==> config.mk <==
export PLATFORM = sky130hd
export DESIGN_NAME = nearest_neighbor_audio_resampler_unit_flat
export DESIGN_NICKNAME = d
export VERILOG_FILES = /design/src/design/nnar_pkg.sv /design/src/design/nnar_in_if.sv /design/src/design/nnar_out_if.sv /design/src/design/nnar_phase_dp.sv /design/src/design/nearest_neighbor_audio_resampler_unit.sv /design/src/flat_wrapper.sv
export VERILOG_INCLUDE_DIRS = /design/src /design/src/design
export SDC_FILE = /design/constraint.sdc
export NUM_CORES = 1
export LEC_CHECK = 0
export BUFFER_PORTS_ARGS = -buffer_cell sky130_fd_sc_hd__buf_2
export CAP_MARGIN = 15
export CORE_MARGIN = 2
export CORE_UTILIZATION = 45
export CTS_BUF_LIST = sky130_fd_sc_hd__clkbuf_4 sky130_fd_sc_hd__clkbuf_8 sky130_fd_sc_hd__clkbuf_16
export CTS_CLUSTER_DIAMETER = 200
export DETAILED_ROUTE_END_ITERATION = 10
export PLACE_DENSITY = 0.73
export SYNTH_ARGS = -nofsm -noshare
export SYNTH_HDL_FRONTEND = slang
export SYNTH_SLANG_ARGS = --single-unit
==> constraint.sdc <==
create_clock -name clk -period 4.2 [get_ports clk]
set_input_delay 0.84 -clock clk [delete_from_list [all_inputs] [get_ports clk]]
set_output_delay 0.84 -clock clk [all_outputs]
set_load 0.02 [all_outputs]
==> src/design/nearest_neighbor_audio_resampler_unit_defines.svh <==
// Assertion macros shared by the resampler RTL.
`ifndef NEAREST_NEIGHBOR_AUDIO_RESAMPLER_UNIT_DEFINES_SVH
`define NEAREST_NEIGHBOR_AUDIO_RESAMPLER_UNIT_DEFINES_SVH

// Same-cycle implication, checked on every rising edge outside reset.
`define NNAR_ASSERT_HOLDS(lbl, ante, cons, msg) \
  lbl: assert property (@(posedge clk) disable iff (!rst_n) (ante) |-> (cons)) \
    else $error(msg);

// Next-cycle implication, checked on every rising edge outside reset.
`define NNAR_ASSERT_NEXT(lbl, ante, cons, msg) \
  lbl: assert property (@(posedge clk) disable iff (!rst_n) (ante) |=> (cons)) \
    else $error(msg);

`endif

==> src/design/nnar_pkg.sv <==
// Types and constants of the nearest-neighbor audio resampler.
`timescale 1ns / 1ps

package nnar_pkg;

  localparam int SAMPLE_W  = 16;
  localparam int RATE_W    = 18;
  localparam int FC_W      = 24;
  localparam int PHASE_W   = 48;
  localparam int DIG_W     = 8;
  localparam int NDIG      = PHASE_W / DIG_W;
  localparam int DIG_CNT_W = $clog2(NDIG);
  localparam int MUL_CNT_W = $clog2(RATE_W + 1);
  localparam int PADDR_W   = 4;
  localparam int PDATA_W   = 32;
  localparam int REG_IDX_W = 2;

  localparam logic [REG_IDX_W-1:0] REG_SRC_RATE    = 2'd0;
  localparam logic [REG_IDX_W-1:0] REG_DST_RATE    = 2'd1;
  localparam logic [REG_IDX_W-1:0] REG_STEREO      = 2'd2;
  localparam logic [REG_IDX_W-1:0] REG_FRAME_COUNT = 2'd3;

  localparam logic [RATE_W-1:0] SRC_RATE_RST = 18'd48000;
  localparam logic [RATE_W-1:0] DST_RATE_RST = 18'd48000;

  // Commands from the sequencer to the phase datapath.
  typedef struct packed {
    logic clear;       // new buffer: zero both phases
    logic mul_start;   // recompute the output-count limit
    logic pass_start;  // arm carries and compare flags for a new pass
    logic shift;       // process one digit
    logic commit_out;  // out_phase takes the incremented phase
    logic commit_in;   // in_phase takes the frame end
  } dp_ctl_t;

  // Results of a finished pass.
  typedef struct packed {
    logic gt_a;      // 2*out_phase + src > limit
    logic ge_b;      // out_phase >= in_phase + dst
    logic gt_l;      // 2*(out_phase + src) + src > limit
    logic mul_busy;
  } dp_sts_t;

endpackage

==> src/design/nnar_in_if.sv <==
// Input channel: one stereo or mono frame per word.
`timescale 1ns / 1ps

interface nnar_in_if import nnar_pkg::*; ();
  logic                       valid;
  logic                       ready;
  logic signed [SAMPLE_W-1:0] in_left;
  logic signed [SAMPLE_W-1:0] in_right;

  modport source (output valid, in_left, in_right, input ready);
  modport sink (input valid, in_left, in_right, output ready);
endinterface

==> src/design/nnar_out_if.sv <==
// Result channel: one resampled frame per word.
`timescale 1ns / 1ps

interface nnar_out_if import nnar_pkg::*; ();
  logic                       valid;
  logic                       ready;
  logic signed [SAMPLE_W-1:0] out_left;
  logic signed [SAMPLE_W-1:0] out_right;
  logic                       last_frame;

  modport source (output valid, out_left, out_right, last_frame, input ready);
  modport sink (input valid, out_left, out_right, last_frame, output ready);
endinterface

==> src/design/nnar_phase_dp.sv <==
// Digit-serial phase datapath: phase accumulators, comparisons and limit multiplier.
`timescale 1ns / 1ps

module nnar_phase_dp import nnar_pkg::*; (
  input  logic              clk,
  input  logic              rst_n,
  input  dp_ctl_t           ctl,
  input  logic [RATE_W-1:0] src_rate,
  input  logic [RATE_W-1:0] dst_rate,
  input  logic [FC_W-1:0]   frame_count,
  output dp_sts_t           sts
);

  logic [PHASE_W-1:0]   op_r, ip_r, lim_r, nxt_r, fe_r, src_sh_r, dst_sh_r;
  logic                 c1_r, c2_r, c3_r, c4_r;
  logic                 op_msb_r, n_msb_r;
  logic                 gt_a_r, ge_b_r, gt_l_r;
  logic [RATE_W-1:0]    mul_sh_r;
  logic [MUL_CNT_W-1:0] mul_cnt_r;
  logic                 mul_busy_r;

  logic [DIG_W-1:0] d, sd, dd, ld, ipd, dbl_op, dbl_n;
  logic [DIG_W:0]   t1, n, t2, f;
  logic [PHASE_W-1:0] fc2;

  always_comb begin
    d      = op_r[DIG_W-1:0];
    ipd    = ip_r[DIG_W-1:0];
    ld     = lim_r[DIG_W-1:0];
    sd     = src_sh_r[DIG_W-1:0];
    dd     = dst_sh_r[DIG_W-1:0];
    // Doubling is a one-bit shift carried between digits.
    dbl_op = {d[DIG_W-2:0], op_msb_r};
    t1     = {1'b0, dbl_op} + {1'b0, sd} + {{DIG_W{1'b0}}, c1_r};
    n      = {1'b0, d} + {1'b0, sd} + {{DIG_W{1'b0}}, c2_r};
    dbl_n  = {n[DIG_W-2:0], n_msb_r};
    t2     = {1'b0, dbl_n} + {1'b0, sd} + {{DIG_W{1'b0}}, c3_r};
    f      = {1'b0, ipd} + {1'b0, dd} + {{DIG_W{1'b0}}, c4_r};
    fc2    = {{(PHASE_W-FC_W-1){1'b0}}, frame_count, 1'b0};
  end

  always_ff @(posedge clk) begin
    if (!rst_n) begin
      op_r       <= '0;
      ip_r       <= '0;
      lim_r      <= '0;
      mul_cnt_r  <= '0;
      mul_busy_r <= 1'b0;
    end else begin
      if (ctl.clear) begin
        op_r <= '0;
        ip_r <= '0;
      end else if (ctl.shift) begin
        op_r <= {d, op_r[PHASE_W-1:DIG_W]};
        ip_r <= {ipd, ip_r[PHASE_W-1:DIG_W]};
      end else begin
        if (ctl.commit_out) op_r <= nxt_r;
        if (ctl.commit_in) ip_r <= fe_r;
      end

      // Limit 2*frame_count*dst_rate, one multiplier bit per cycle, MSB first.
      if (ctl.mul_start) begin
        lim_r      <= '0;
        mul_cnt_r  <= MUL_CNT_W'(RATE_W);
        mul_busy_r <= 1'b1;
      end else if (mul_busy_r) begin
        lim_r     <= {lim_r[PHASE_W-2:0], 1'b0} + (mul_sh_r[RATE_W-1] ? fc2 : '0);
        mul_cnt_r <= mul_cnt_r - MUL_CNT_W'(1);
        if (mul_cnt_r == MUL_CNT_W'(1)) mul_busy_r <= 1'b0;
      end else if (ctl.shift) begin
        lim_r <= {ld, lim_r[PHASE_W-1:DIG_W]};
      end
    end
  end

  always_ff @(posedge clk) begin
    if (ctl.mul_start) begin
      mul_sh_r <= dst_rate;
    end else if (mul_busy_r) begin
      mul_sh_r <= {mul_sh_r[RATE_W-2:0], 1'b0};
    end

    if (ctl.pass_start) begin
      src_sh_r <= {{(PHASE_W-RATE_W){1'b0}}, src_rate};
      dst_sh_r <= {{(PHASE_W-RATE_W){1'b0}}, dst_rate};
      c1_r     <= 1'b0;
      c2_r     <= 1'b0;
      c3_r     <= 1'b0;
      c4_r     <= 1'b0;
      op_msb_r <= 1'b0;
      n_msb_r  <= 1'b0;
      gt_a_r   <= 1'b0;
      gt_l_r   <= 1'b0;
      ge_b_r   <= 1'b1;
    end else if (ctl.shift) begin
      src_sh_r <= {{DIG_W{1'b0}}, src_sh_r[PHASE_W-1:DIG_W]};
      dst_sh_r <= {{DIG_W{1'b0}}, dst_sh_r[PHASE_W-1:DIG_W]};
      nxt_r    <= {n[DIG_W-1:0], nxt_r[PHASE_W-1:DIG_W]};
      fe_r     <= {f[DIG_W-1:0], fe_r[PHASE_W-1:DIG_W]};
      c1_r     <= t1[DIG_W];
      c2_r     <= n[DIG_W];
      c3_r     <= t2[DIG_W];
      c4_r     <= f[DIG_W];
      op_msb_r <= d[DIG_W-1];
      n_msb_r  <= n[DIG_W-1];
      // Digits arrive LSB first, so a differing digit overrides the verdict so far.
      gt_a_r   <= (t1[DIG_W-1:0] > ld) | ((t1[DIG_W-1:0] == ld) & gt_a_r);
      gt_l_r   <= (t2[DIG_W-1:0] > ld) | ((t2[DIG_W-1:0] == ld) & gt_l_r);
      ge_b_r   <= (d > f[DIG_W-1:0]) | ((d == f[DIG_W-1:0]) & ge_b_r);
    end
  end

  assign sts.gt_a     = gt_a_r;
  assign sts.ge_b     = ge_b_r;
  assign sts.gt_l     = gt_l_r;
  assign sts.mul_busy = mul_busy_r;

endmodule

==> src/design/nearest_neighbor_audio_resampler_unit.sv <==
// Top level of the nearest-neighbor audio resampler.
//
//   port group   | direction | word
//   -------------+-----------+-------------------------------------------
//   in_ch        | sink      | in_left, in_right (one input frame)
//   out_ch       | source    | out_left, out_right, last_frame
//   APB (p*)     | slave     | src_rate, dst_rate, stereo, frame_count
//
// Each candidate output takes one pass through the 48-bit phases, 8 bits a cycle,
// then a decision state; an input word giving n outputs runs n+1 passes at most
// (n when the last output or the per-frame cap ends it), and a decision that
// emits a word waits while the output register is full. A register write holds
// off input words while the bit-serial multiply of the output-count limit is
// launched and run. rst_n is synchronous, active low. The output register lets
// the next input word be taken while a word waits.
`timescale 1ns / 1ps
`include "nearest_neighbor_audio_resampler_unit_defines.svh"

module nearest_neighbor_audio_resampler_unit import nnar_pkg::*; #(
  parameter int MAX_UPSAMPLE = 63
) (
  input  logic               clk,
  input  logic               rst_n,
  nnar_in_if.sink            in_ch,
  nnar_out_if.source         out_ch,
  input  logic               psel,
  input  logic               penable,
  input  logic               pwrite,
  input  logic [PADDR_W-1:0] paddr,
  input  logic [PDATA_W-1:0] pwdata,
  output logic [PDATA_W-1:0] prdata,
  output logic               pready
);

  localparam int CNT_W = $clog2(MAX_UPSAMPLE + 1);

  localparam logic [1:0] S_IDLE   = 2'd0;
  localparam logic [1:0] S_PASS   = 2'd1;
  localparam logic [1:0] S_DECIDE = 2'd2;

  logic [1:0]           state_r, state_nxt;
  logic [RATE_W-1:0]    src_r, dst_r;
  logic                 stereo_r;
  logic [FC_W-1:0]      fc_r;
  logic [FC_W-1:0]      frames_seen_r;
  logic                 done_r, have_r, mul_go_r;
  logic [CNT_W-1:0]     cnt_r, cnt_inc;
  logic [DIG_CNT_W-1:0] dig_r;
  logic [SAMPLE_W-1:0]  left_r, right_r;
  logic                 out_valid_r, out_last_r;
  logic [SAMPLE_W-1:0]  out_left_r, out_right_r;

  logic                 cfg_wr, in_acc, have, rates_ok, emit, slot_free, more;
  logic [REG_IDX_W-1:0] reg_idx;
  dp_ctl_t              ctl;
  dp_sts_t              sts;

  assign pready  = 1'b1;
  assign reg_idx = paddr[PADDR_W-1:2];
  assign cfg_wr  = psel & penable & pwrite & pready;

  always_comb begin
    unique case (reg_idx)
      REG_SRC_RATE:    prdata = {{(PDATA_W-RATE_W){1'b0}}, src_r};
      REG_DST_RATE:    prdata = {{(PDATA_W-RATE_W){1'b0}}, dst_r};
      REG_STEREO:      prdata = {{(PDATA_W-1){1'b0}}, stereo_r};
      REG_FRAME_COUNT: prdata = {{(PDATA_W-FC_W){1'b0}}, fc_r};
    endcase
  end

  always_ff @(posedge clk) begin
    if (!rst_n) begin
      src_r    <= SRC_RATE_RST;
      dst_r    <= DST_RATE_RST;
      stereo_r <= 1'b0;
      fc_r     <= '0;
    end else if (cfg_wr) begin
      unique case (reg_idx)
        REG_SRC_RATE:    src_r    <= pwdata[RATE_W-1:0];
        REG_DST_RATE:    dst_r    <= pwdata[RATE_W-1:0];
        REG_STEREO:      stereo_r <= pwdata[0];
        REG_FRAME_COUNT: fc_r     <= pwdata[FC_W-1:0];
      endcase
    end
  end

  assign in_ch.ready = (state_r == S_IDLE) & ~sts.mul_busy & ~mul_go_r;
  assign in_acc      = in_ch.valid & in_ch.ready;
  assign have        = frames_seen_r < fc_r;
  assign rates_ok    = (src_r != '0) & (dst_r != '0);
  assign slot_free   = ~out_valid_r | out_ch.ready;
  assign emit        = ~done_r & rates_ok & ~sts.gt_a & ~(have_r & sts.ge_b);
  assign cnt_inc     = cnt_r + CNT_W'(1);
  assign more        = emit & ~sts.gt_l & (cnt_inc != CNT_W'(MAX_UPSAMPLE));

  always_comb begin
    state_nxt      = state_r;
    ctl            = '0;
    ctl.clear      = cfg_wr;
    ctl.mul_start  = mul_go_r;
    unique case (state_r)
      S_IDLE: begin
        if (in_acc) begin
          ctl.pass_start = 1'b1;
          state_nxt      = S_PASS;
        end
      end
      S_PASS: begin
        ctl.shift = 1'b1;
        if (dig_r == DIG_CNT_W'(NDIG - 1)) state_nxt = S_DECIDE;
      end
      S_DECIDE: begin
        if (!emit || slot_free) begin
          ctl.commit_out = emit;
          if (more) begin
            ctl.pass_start = 1'b1;
            state_nxt      = S_PASS;
          end else begin
            ctl.commit_in = have_r;
            state_nxt     = S_IDLE;
          end
        end
      end
      default: state_nxt = S_IDLE;
    endcase
  end

  always_ff @(posedge clk) begin
    if (!rst_n) begin
      state_r       <= S_IDLE;
      frames_seen_r <= '0;
      done_r        <= 1'b0;
      mul_go_r      <= 1'b0;
      out_valid_r   <= 1'b0;
      dig_r         <= '0;
      cnt_r         <= '0;
    end else begin
      state_r  <= state_nxt;
      mul_go_r <= cfg_wr;

      if (ctl.pass_start) dig_r <= '0;
      else if (ctl.shift) dig_r <= dig_r + DIG_CNT_W'(1);

      if (in_acc) cnt_r <= '0;
      else if (ctl.commit_out) cnt_r <= cnt_inc;

      if (cfg_wr) begin
        frames_seen_r <= '0;
        done_r        <= 1'b0;
      end else begin
        if (ctl.commit_in) frames_seen_r <= frames_seen_r + FC_W'(1);
        if (ctl.commit_out && sts.gt_l) done_r <= 1'b1;
      end

      if (ctl.commit_out) out_valid_r <= 1'b1;
      else if (out_ch.ready) out_valid_r <= 1'b0;
    end
  end

  always_ff @(posedge clk) begin
    if (in_acc) begin
      have_r  <= have;
      left_r  <= have ? in_ch.in_left : '0;
      right_r <= (have && stereo_r) ? in_ch.in_right : '0;
    end
    if (ctl.commit_out) begin
      out_left_r  <= left_r;
      out_right_r <= right_r;
      out_last_r  <= sts.gt_l;
    end
  end

  assign out_ch.valid      = out_valid_r;
  assign out_ch.out_left   = out_left_r;
  assign out_ch.out_right  = out_right_r;
  assign out_ch.last_frame = out_last_r;

  nnar_phase_dp u_phase_dp (
    .clk         (clk),
    .rst_n       (rst_n),
    .ctl         (ctl),
    .src_rate    (src_r),
    .dst_rate    (dst_r),
    .frame_count (fc_r),
    .sts         (sts)
  );

  `NNAR_ASSERT_HOLDS(a_word_from_decide, $rose(out_valid_r), $past(state_r) == S_DECIDE, "output word loaded outside the decision cycle")
  `NNAR_ASSERT_NEXT(a_no_word_after_last, done_r, !$rose(out_valid_r), "output word produced after the last frame")
  `NNAR_ASSERT_HOLDS(a_cnt_bound, 1'b1, cnt_r <= CNT_W'(MAX_UPSAMPLE), "per-frame output count exceeds the cap")
  `NNAR_ASSERT_HOLDS(a_frames_bound, 1'b1, frames_seen_r <= fc_r, "frames consumed exceed the buffer length")

endmodule

==> src/flat_wrapper.sv <==
// flat-port wrapper written by rule: the top's interface ports become plain ports
module nearest_neighbor_audio_resampler_unit_flat import nnar_pkg::*;
#(
  parameter int MAX_UPSAMPLE = 63
)
  (clk, rst_n, psel, penable, pwrite, paddr, pwdata, prdata, pready, in_ch_valid, in_ch_in_left, in_ch_in_right, in_ch_ready, out_ch_valid, out_ch_out_left, out_ch_out_right, out_ch_last_frame, out_ch_ready);
  nnar_in_if in_ch_i ();
  nnar_out_if out_ch_i ();
  input  logic clk;
  input  logic rst_n;
  input  logic psel;
  input  logic penable;
  input  logic pwrite;
  input  logic [PADDR_W-1:0] paddr;
  input  logic [PDATA_W-1:0] pwdata;
  output logic [PDATA_W-1:0] prdata;
  output logic pready;
  input wire logic [$bits(in_ch_i.valid)-1:0] in_ch_valid;
  input wire logic [$bits(in_ch_i.in_left)-1:0] in_ch_in_left;
  input wire logic [$bits(in_ch_i.in_right)-1:0] in_ch_in_right;
  output wire logic [$bits(in_ch_i.ready)-1:0] in_ch_ready;
  output wire logic [$bits(out_ch_i.valid)-1:0] out_ch_valid;
  output wire logic [$bits(out_ch_i.out_left)-1:0] out_ch_out_left;
  output wire logic [$bits(out_ch_i.out_right)-1:0] out_ch_out_right;
  output wire logic [$bits(out_ch_i.last_frame)-1:0] out_ch_last_frame;
  input wire logic [$bits(out_ch_i.ready)-1:0] out_ch_ready;
  assign in_ch_i.valid = in_ch_valid;
  assign in_ch_i.in_left = in_ch_in_left;
  assign in_ch_i.in_right = in_ch_in_right;
  assign in_ch_ready = in_ch_i.ready;
  assign out_ch_valid = out_ch_i.valid;
  assign out_ch_out_left = out_ch_i.out_left;
  assign out_ch_out_right = out_ch_i.out_right;
  assign out_ch_last_frame = out_ch_i.last_frame;
  assign out_ch_i.ready = out_ch_ready;
  nearest_neighbor_audio_resampler_unit #(.MAX_UPSAMPLE(MAX_UPSAMPLE)) u_core (.clk(clk), .rst_n(rst_n), .in_ch(in_ch_i), .out_ch(out_ch_i), .psel(psel), .penable(penable), .pwrite(pwrite), .paddr(paddr), .pwdata(pwdata), .prdata(prdata), .pready(pready));
endmodule
Word level (Yosys, flattened, before mapping)
Cells that the tools add are included.

storage, ports and cells
  output and inout bits = 68
  input port bits = 75
  flip-flop bits (word level) = 474

cells by class
  order comparisons = 4
  bitwise gates (word level) = 28
  multiplexer cells = 34
  equal/unequal tests = 14
  reduce and logical (&&, ||, !) cells = 24
  $add $sub $neg = 13

operators by type and width
  kind                   count
  $mux 48                6
  $pmux 32 s4            1
  $mux 18                6
  $add 48x25->48         1
  $add 8x8->9            4
  $add 9x1->9            4
  $reduce_bool 18->1     2
  $mux 25                1
  $add 24x1->24 const B  1
  $eq 8x8->1             3
  $gt 8x8->1             3
  $lt 24x24->1           1
  $and 1x1->1            15
  $reduce_bool 2->1      6
  $mux 1                 11
  $mux 2                 5
  $mux 5                 2
  $reduce_and 2->1       5
  $not 1->1              9
  $reduce_or 2->1        4
  $add 6x1->6 const B    1
  $eq 2x2->1 const B     3
  $ne 2x1->1 const B     3
  $ne 6x6->1 const B     1
  other kinds (13)       19

Longest topological paths before layout
  depth in word-level cells = 12
  gate-level depth with buffers = 18
  mapped depth without buffers = 18

Modules after synthesis
Synthesis repeated with hierarchy kept, for this count alone.

unflattened totals
  cells, all modules = 2243
  area total of the unflattened synthesis = 22912.0 um^2

by module, submodules not included
  module                                 area each (um^2)  seq. area each (um^2)  times used  cells each
  nnar_phase_dp                          15742.6           7687.4                 1           1522
  nearest_neighbor_audio_resampler_unit  7169.4            3963.8                 1           721

Worst setup path after synthesis
No wires, ideal clock.

  path kind = flip-flop to flip-flop
  from = reg u_core.state_r[1]
  to = reg u_core.u_phase_dp.fe_r[0], enable pin
  period minus slack after synthesis = 4.180 ns
  data arrival time = 3.682 ns
  setup slack = 0.020 ns
  required time = 3.703 ns
  cell stages (with the launch flop) = 5
  cells stage by stage = dfxtp_1 -> nand2b_1 -> inv_2 -> clkbuf_1 -> buf_1

on the way
  cells in the longest elaborated chain, start to end = 8
  elaborated cells on any way between the ends = 11
  those cells by class = eq/ne (2); mux (3); bitwise (4); reduce/logical (2)

RTL lines
  item                                 RTL line                                                                                   source
  start: declaration                   nearest_neighbor_audio_resampler_unit.sv:41                                                logic [1:0] state_r, state_nxt;
  start signal: assignment             nearest_neighbor_audio_resampler_unit.sv:138                                               state_r <= state_nxt;
  $logic_not 2->1                      nearest_neighbor_audio_resampler_unit.sv:87, nearest_neighbor_audio_resampler_unit.sv:101
  $and 1x1->1 (2 in series)            nearest_neighbor_audio_resampler_unit.sv:87                                                assign in_ch.ready = (state_r == S_IDLE) & ~sts.mul_busy & ~mul_go_r;
  $and 1x1->1                          nearest_neighbor_audio_resampler_unit.sv:88                                                assign in_acc = in_ch.valid & in_ch.ready;
  $mux 1                               nearest_neighbor_audio_resampler_unit.sv:103                                               if (in_acc) begin
  $pmux 1 s2                           nearest_neighbor_audio_resampler_unit.sv:101                                               unique case (state_r)
  $not 1->1 (no source line)           n/a
  $reduce_and 2->1 (no source line) *  n/a
  end signal: assignment               nnar_phase_dp.sv:99                                                                        fe_r <= {f[DIG_W-1:0], fe_r[PHASE_W-1:DIG_W]};
  end: declaration                     nnar_phase_dp.sv:14                                                                        logic [PHASE_W-1:0] op_r, ip_r, lim_r, nxt_r, fe_r, src_sh_r, dst_sh_r;

Every way passes the cells marked *; elsewhere a longest branch is shown, timed or not.
A chain may end at the register's enable or synchronous reset.

==> impl_metrics.env <==
export IMPL_drive_gt1_frac=0.128
export IMPL_cp_arrival_ns=4.31
export IMPL_rows=82
export IMPL_status="completed"
export IMPL_path_max_fanout=3
export IMPL_place_gp_congestion=0.925
export IMPL_cts_sinks=474
export IMPL_cts_buffers=49
export IMPL_viasPerCell=5.67
export IMPL_slew_headroom=0.280
export IMPL_ioPinCount=143
export IMPL_coreArea_um2=50400
export IMPL_io_buffers=123
export IMPL_critPathKind="reg -> reg"
export IMPL_fin_nets=2569
export IMPL_tns_ns=0
export IMPL_timing_fmax_mhz=261
export IMPL_antenna_found_initial=0
export IMPL_synth_edff_count=216
export IMPL_area_delta_synth_final_pct=12.9
export IMPL_cp_start_kind="flop"
export IMPL_grt_pass1_wl_mm=90.8
export IMPL_drtIter0Drc=1277
export IMPL_worstMarginPinSlew_ns=1.08
export IMPL_diodes=0
export IMPL_gr_total_overflow=0
export IMPL_wl_per_cell_um=18.6
export IMPL_wirelength_mm=57.5
export IMPL_p_leak_nw=9.67
export IMPL_p_per_area_nw_per_um2=447
export IMPL_finalMaxSlewViolations=0
export IMPL_post_route_drc_count=0
export IMPL_path_cells="fa_1, inv_1, fa_1, nor2b_1, o21ai_0, a21boi_0, o21ai_0, a21boi_0, nor2_1, ha_1, xor2_1, ha_1, nand4_1, o21ai_0, mux2i_1, nor2_1"
export IMPL_synth_area_top_cells="edfxtp_1, dfxtp_1, ha_1, a21oi_1, mux2i_1"
export IMPL_setup_viol=0
export IMPL_synth_seq_area_share=0.505
export IMPL_synthFlopType="dfxtp_1"
export IMPL_die_h_um=230
export IMPL_final_antenna_net_count=0
export IMPL_postCtsResizedCells=0
export IMPL_cpMaxStageDelayCell="edfxtp_1"
export IMPL_crit_top_cell="o21ai_0"
export IMPL_hold_viol_final=0
export IMPL_start_util=0.458
export IMPL_clk_pin_slew_ns=0.06
export IMPL_ys_seq_elements=474
export IMPL_grt_usage=0.213
export IMPL_insertion_delay_ns=0.60
export IMPL_syn_inst=2306
export IMPL_first_pass_iters=5
export IMPL_cts_tree="yes"
export IMPL_ys_types=76
export IMPL_cts_root_buf="clkbuf_16"
export IMPL_grt_max_degree=106
export IMPL_synth_area_per_cell_um2=10.0
export IMPL_fp_dieArea_um2=53100
export IMPL_power_mw=11.6
export IMPL_final_cell_mix="nand2_1, dfxtp_1, a21oi_1"
export IMPL_cts_setup_buffers=0
export IMPL_max_stage_delay_ns=0.50
export IMPL_cts_hold_buf=0
export IMPL_vias=17500
export IMPL_hp_class="reg -> reg"
export IMPL_yosys_area_top_type="edfxtp_1"
export IMPL_ys_warn_count=0
export IMPL_timing_max_cap_violations=0
export IMPL_fin_crit_ns=3.83
export IMPL_crit_required_ns=4.68
export IMPL_cp_end_kind="flop"
export IMPL_finalCritPeriodShare=0.913
export IMPL_syn_area_um2=23100
export IMPL_fp_dieW_um=230
export IMPL_cts_htree_levels=2
export IMPL_synthDominantCellAreaShare=0.281
export IMPL_grt_pass1_vias=17000
export IMPL_crit_buf_inv=1
export IMPL_ir_drop_v=0.000298
export IMPL_async_flop_share=0
export IMPL_finalClockSkew_ns=0.0294
export IMPL_path_delay_family="adder cells"
export IMPL_grt_setup_unrepaired="false"
export IMPL_cts_buffer_depth=3
export IMPL_hpwl_mm=39.3
final cells by class:
class	instances	area, um^2
Inverter	107	407
Fill cell	4394	24300
Clock inverter	24	344
Sequential cell	474	11700
Multi-Input combinational cell	1590	10400
Tap cell	672	841
Timing Repair Buffer	155	926
Clock buffer	67	1430
power by group:
group | internal [mW] | switching [mW] | total [mW]
clock network | 2.84 | 1.86 | 4.69
registers | 5.19 | 0.212 | 5.40
logic | 0.620 | 0.935 | 1.55
sequential cells by signal, indices dropped and copies added, names as in the netlist, 2 cells and up, named ones only:
name	cells
u_core.u_phase_dp.fe_r	48
u_core.u_phase_dp.ip_r	48
u_core.u_phase_dp.lim_r	48
u_core.u_phase_dp.nxt_r	48
u_core.u_phase_dp.op_r	48
u_core.fc_r	24
u_core.frames_seen_r	24
u_core.dst_r	18
u_core.src_r	18
u_core.u_phase_dp.dst_sh_r	18
u_core.u_phase_dp.mul_sh_r	18
u_core.u_phase_dp.src_sh_r	18
u_core.left_r	16
u_core.out_ch.out_left	16
u_core.out_ch.out_right	16
u_core.right_r	16
u_core.cnt_r	6
u_core.u_phase_dp.mul_cnt_r	5
u_core.dig_r	3
u_core.state_r	2
cells by family (layout without fill, tap and decap cells):
logic type	count (synthesis)	in the layout	synth area share
buf+inv	249	353	0.0445
fa+ha+maj	117	117	0.0664
compound gates	604	604	0.155
simple gates	630	630	0.130
mux	158	158	0.0711
xor+xnor	72	72	0.0273
flops	474	474	0.505
other cells	2	9	0.000326
worst register-to-register path: stages (launching register included):
cell,delay (ns)
edfxtp_1,0.50
fa_1,0.45
inv_1,0.09
fa_1,0.21
nor2b_1,0.06
o21ai_0,0.23
a21boi_0,0.16
o21ai_0,0.26
a21boi_0,0.17
nor2_1,0.21
ha_1,0.29
xor2_1,0.18
ha_1,0.31
nand4_1,0.11
o21ai_0,0.23
mux2i_1,0.21
nor2_1,0.05
synth_stat cells, types with 40 or more instances:
cell	n
edfxtp_1	216
xnor2_1	50
o21ai_0	159
dfxtp_1	258
inv_1	104
mux2i_1	120
nor2_1	134
a21oi_1	243
clkbuf_1	105
a211oi_1	40
ha_1	108
nand2_1	257
metrics by stage:
step                 util  instances  area [um^2]  hold WS [ns]  setup WS (ns)
floorplan               -       2313        23100         0.400         0.0204
global placement    0.481       2997        24200         0.401          0.586
detailed placement  0.481       2997        24200         0.405          0.441
CTS                 0.516       3088        26000         0.416          0.421
global route        0.517       3089        26000         0.426         0.0167
finish              0.517       3089        26000         0.414          0.365
layer usage:
| metal | part of all wire | wire (um) | vias up | global-route usage |
|---|---|---|---|---|
| li1 | - | - | 8445 | - |
| met1 | 0.44 | 25200 | 8389 | 0.286 |
| met2 | 0.47 | 27300 | 546 | 0.349 |
| met3 | 0.055 | 3170 | 123 | 0.0306 |
| met4 | 0.032 | 1850 | 0 | 0.0782 |
| met5 | 0 | 0 | - | 0 |
final timing paths:
kind / startpoint / endpoint / slack (ns) / cells after the start
worst max-delay path: u_core.u_phase_dp.src_sh_r[0] / flop / 0.37 / 16
worst min-delay path: u_core.left_r[11] / u_core.out_ch.out_left[11] / 0.41 / 0
worst max register to register: u_core.u_phase_dp.src_sh_r[0] / flop / 0.37 / 16
worst min register to register: u_core.left_r[11] / u_core.out_ch.out_left[11] / 0.41 / 0
No activity file was read; power rests on OpenSTA's default activity.
